**config.mk**
```make
export PLATFORM = sky130hd
export DESIGN_NAME = tmm_cordic_step
export DESIGN_NICKNAME = d
export VERILOG_FILES = /design/src/sv/tilt_measurement_model_top_assert.svh /design/src/sv/tmm_pkg.sv /design/src/sv/tmm_cordic_step.sv
export SDC_FILE = /design/constraint.sdc
export NUM_CORES = 1
export LEC_CHECK = 0
export BUFFER_PORTS_ARGS = -buffer_cell sky130_fd_sc_hd__clkbuf_2
export CELL_PAD_IN_SITES_DETAIL_PLACEMENT = 0
export CELL_PAD_IN_SITES_GLOBAL_PLACEMENT = 1
export CORE_ASPECT_RATIO = 0.7
export CORE_MARGIN = 3
export CORE_UTILIZATION = 35
export CTS_CLUSTER_DIAMETER = 40
export DETAILED_ROUTE_END_ITERATION = 16
export PLACE_DENSITY = 0.7
export SLEW_MARGIN = 20
export SYNTH_ARGS = -nofsm -noshare
export SYNTH_HDL_FRONTEND = slang
export SYNTH_SLANG_ARGS = --single-unit
```
**constraint.sdc**
```tcl
create_clock -name i_clk -period 3.5 [get_ports i_clk]
set_input_delay 0.175 -clock i_clk [delete_from_list [all_inputs] [get_ports i_clk]]
set_output_delay 0.175 -clock i_clk [all_outputs]
set_load 0.05 [all_outputs]
```
**src/sv/tilt_measurement_model_top_assert.svh**
```systemverilog
// assertion macros shared by the tilt measurement block
`ifndef TILT_MEASUREMENT_MODEL_TOP_ASSERT_SVH
`define TILT_MEASUREMENT_MODEL_TOP_ASSERT_SVH
`ifndef NO_ASSERTIONS
// same-cycle implication, checked out of reset
`define TMM_ASSERT_NOW(lbl, ante, cons) \
    lbl: assert property (@(posedge i_clk) disable iff (!i_rst_n) (ante) |-> (cons)) \
        else $error("tilt measurement check failed");
// next-cycle implication, checked out of reset
`define TMM_ASSERT_NEXT(lbl, ante, cons) \
    lbl: assert property (@(posedge i_clk) disable iff (!i_rst_n) (ante) |=> (cons)) \
        else $error("tilt measurement check failed");
`else
`define TMM_ASSERT_NOW(lbl, ante, cons)
`define TMM_ASSERT_NEXT(lbl, ante, cons)
`endif
`endif

```
**src/sv/tmm_pkg.sv**
```systemverilog
`default_nettype none
package tmm_pkg;

    localparam int ANGLE_W            = 16;
    localparam int Q_W                = 32;
    localparam int G_W                = 15;
    localparam int TURN_W             = 30;
    localparam int CORDIC_STEPS       = 16;
    localparam int ANGLE_FRAC_BITS_DEF = 13;
    localparam int PADDR_W            = 3;
    localparam int PDATA_W            = 32;
    localparam int REG_IDX_BIT        = 2;

    // register indexes
    localparam logic [0:0] REG_GRAVITY = 1'b0;

    localparam logic [G_W-1:0]    G_RESET      = 15'd15691;
    localparam logic [TURN_W-1:0] TURN_PER_RAD = 30'd683565276;
    localparam logic signed [Q_W-1:0] CORDIC_GAIN = 32'sd652032874;
    localparam logic signed [Q_W-1:0] QUARTER_TURN = 32'sd1073741824;

    // atan(2^-i) as a fraction of a full turn, 2^32 per turn
    localparam logic signed [Q_W-1:0] STEP_ANGLE [CORDIC_STEPS] = '{
        32'sd536870912, 32'sd316933406, 32'sd167458907, 32'sd85004756,
        32'sd42667330,  32'sd21354465,  32'sd10679839,  32'sd5340247,
        32'sd2670163,   32'sd1335087,   32'sd667544,    32'sd333772,
        32'sd166886,    32'sd83443,     32'sd41722,     32'sd20861
    };

    typedef struct packed {
        logic signed [Q_W-1:0] x;
        logic signed [Q_W-1:0] y;
        logic signed [Q_W-1:0] z;
        logic                  neg;
    } t_cordic;

    typedef struct packed {
        logic                      req_type;
        logic signed [ANGLE_W-1:0] roll_angle;
        logic signed [ANGLE_W-1:0] pitch_angle;
    } t_side;

    localparam logic REQ_ACCEL = 1'b0;
    localparam logic REQ_KIN   = 1'b1;

    function automatic logic signed [15:0] sat16(input logic signed [18:0] v);
        if (v > 19'sd32767) begin
            return 16'sh7fff;
        end else if (v < -19'sd32768) begin
            return 16'sh8000;
        end else begin
            return v[15:0];
        end
    endfunction

endpackage
`default_nettype wire

```
**src/sv/tmm_cordic_step.sv**
```systemverilog
`default_nettype none
module tmm_cordic_step #(
    parameter int STEP = 0
) (
    input  wire logic               i_clk,
    input  wire logic               i_en,
    input  wire tmm_pkg::t_cordic   i_state,
    output tmm_pkg::t_cordic        o_state
);
    import tmm_pkg::*;

    logic signed [Q_W-1:0] dx, dy;
    t_cordic               r_state, n_state;

    assign dx = $signed(i_state.y) >>> STEP;
    assign dy = $signed(i_state.x) >>> STEP;

    always_comb begin
        n_state.neg = i_state.neg;
        if (!i_state.z[Q_W-1]) begin
            n_state.x = i_state.x - dx;
            n_state.y = i_state.y + dy;
            n_state.z = i_state.z - STEP_ANGLE[STEP];
        end else begin
            n_state.x = i_state.x + dx;
            n_state.y = i_state.y - dy;
            n_state.z = i_state.z + STEP_ANGLE[STEP];
        end
    end

    always_ff @(posedge i_clk) begin
        if (i_en) begin
            r_state <= n_state;
        end
    end

    assign o_state = r_state;

endmodule
`default_nettype wire

```
==> results.toml <==
[yosys]
synth_top_area_share = 0.344
syn_nets = 1111
synth-seq-cells = 96
synth_area_leaders = "edfxtp_1 34%, ha_1 14%, a21oi_1 6.0%"
async_reset_ff_frac = 0
synth_area_mm2 = 0.00837
ys_types = 81
yosysMostFrequentCell = "a21oi_1"
ys_warn_count = 0
synthFlopType = "edfxtp_1"
syn_inst = 914
seq_area_frac_synth = 0.344
synth_edf_count = 96
synth_top_area_cell = "edfxtp_1"
synth_common_cells = "101 x a21oi_1, 96 x edfxtp_1, 94 x ha_1"
syn_area_per_cell_um2 = 9.16

[sta]
slew_headroom = 0.374
fin_crit_ps = 2910
setup_ws_ps = 589
drv_slew = 0
rsz0062_at_grt = "false"
max_slew.worst_pin.slew_ps = 939
finalSetupViolations = 0
finalCritPeriodShare = 0.832
final-hold-violation-count = 0
fmax_mhz = 344
setup_tns_ps = 0
holdWs_ps = 12.2

[grt]
grt-ovfl-total = 0
grt_pass1_wl_um = 43200
grt_pass1_vias = 7434
gr-usage-all-layers = 0.214
antenna_found_initial = 0
grt_max_degree = 49

[cts]
cts-resized-gates = 0
root_buffer = "clkbuf_16"
cts_buffers = 9
clk_path_buf_depth = 2
cts_sinks = 96
ctsHtreeMaxLevel = 3
cts_tree = "yes"
postCtsSetupBuffers = 0
clk_pin_slew_ps = 80

[critical_path]
worstSetupStartpointType = "primary input"
crit_fanout = 5
arrival_ps = 3010
worstPathRequired_ps = 3600
crit_type = "in2reg"
end_kind = "register"

[final_layout]
syn_to_final_growth_pct = 23.4
drive_above_1_share = 0.244
nNetsFinal = 1334
diodes = 0
design_area_mm2 = 0.0103
instances_no_fill = 1454
largest_reg_flops = 96

[detailed_routing]
drt-pass1-iter-count = 8
wire_per_inst_um = 19.5
vias_per_cell = 5.39
drtIter0Drc = 743
ant_nets = 0
drc = 0
routed_wirelength_um = 28300
via_count = 7834

[die]
die_y_um = 135
boundaryPins = 196
die-area_mm2 = 0.0258
coreArea_mm2 = 0.0231
rows = 46
floorplan.initialDensity = 0.363
chipWidth_um = 191

[placement]
pre_cts_slack_ps = 300
gp_congestion = 0.974
dp.cells = 1413
place.port_buffers = 195
dpl_cell_area_mm2 = 0.00979
hpwlAfterDp_um = 23000

[run]
maxCapViolations = 0

[status]
status = "complete, no violations"

[worst_hold_path]
hold_class = "in2reg"
hold_path_end = "o_state[8]"
min-delay-start = "i_state[8]"
whs_path_depth = 1

[power_and_ir_drop]
p_per_area_mw_per_mm2 = 435
p_leak_nw = 4.61
peakVddDrop_mv = 0.216
-- timing repair --
| action | in CTS | in global routing |
|---|---|---|
| hold buffers | 25 | 0 |
| endpoints found under the hold margin | 25 | 0 |
| setup endpoints to repair | 0 | 0 |
-- how the worst max path moves through the flow --
stage	start	end	slack, ps	depth (start not counted)
after floorplan	i_state[36]	o_state[63]	960	12
after global placement	i_state[37]	o_state[62]	320	13
after detailed placement	i_state[39]	o_state[82]	300	10
after CTS	i_state[39]	o_state[82]	660	10
after global routing	i_state[33]	o_state[63]	440	13
final	i_state[33]	o_state[63]	590	13
-- layout make-up --
cell class,instances,area [um2]
Sequential cell,96,2880
Tap cell,312,390
Clock buffer,9,225
Multi-Input combinational cell,679,4930
Clock inverter,7,61.3
Timing Repair Buffer,253,1480
Fill cell,2295,12700
Inverter,98,368
-- report_power, final --
part           switching (mW)  internal [mW]  total (mW)
registers              0.0498           1.48        1.53
clock network           0.492          0.499       0.990
logic                    1.40          0.577        1.97
-- placed cells by master (no fill, tap or decap), drive strengths merged, types with 12 or more instances in the layout --
master	n
a21oi	103
buf	34
clkbuf	203
dlygate4sd3	25
edfxtp	96
ha	94
inv	101
mux2i	12
nand2	48
nand3	13
nor2	79
o211ai	12
o21ai	64
o21bai	13
o31ai	12
xnor2	50
-- through the flow --
| stage | util | power (mW) |
|---|---|---|
| final | 0.448 | 4.49 |
| after global routing | 0.448 | 4.72 |
| after CTS | 0.448 | 4.51 |
| after detailed placement | 0.424 | 3.49 |
| after global placement | 0.424 | 3.49 |
| after floorplan | - | 2.91 |
-- logic make-up (layout without fill, tap and decap cells) --
| group | count (synthesis) | after routing | synth area share |
|---|---|---|---|
| AOI/OAI and AO/OA | 296 | 296 | 0.238 |
| and+or+nand+nor | 213 | 213 | 0.123 |
| buffers and inverters | 139 | 367 | 0.0675 |
| adders and majority gates | 98 | 98 | 0.150 |
| DFF | 96 | 96 | 0.344 |
| xor gates and xnor gates | 60 | 60 | 0.0628 |
| muxes | 12 | 12 | 0.0143 |
-- routing by layer --
| layer | GRT usage | part of all wire | up-vias |
|---|---|---|---|
| li1 | - | - | 3736 |
| met1 | 0.328 | 0.48 | 3664 |
| met2 | 0.309 | 0.40 | 416 |
| met3 | 0.0509 | 0.11 | 18 |
| met4 | 0.0338 | 0.0096 | 0 |
| met5 | 0 | 0 | - |
-- critical path, stage by stage --
cell and delay [ps]:
clkbuf_2 120, inv_1 60, ha_1 180, fa_1 230, and4b_1 240, a2111oi_2 550, o211ai_1 230, nand2_2 180
o211ai_1 160, a221oi_2 420, o2111a_1 220, a21oi_1 50, xor2_1 190
Note: power is estimated with default switching activity, not from simulation.
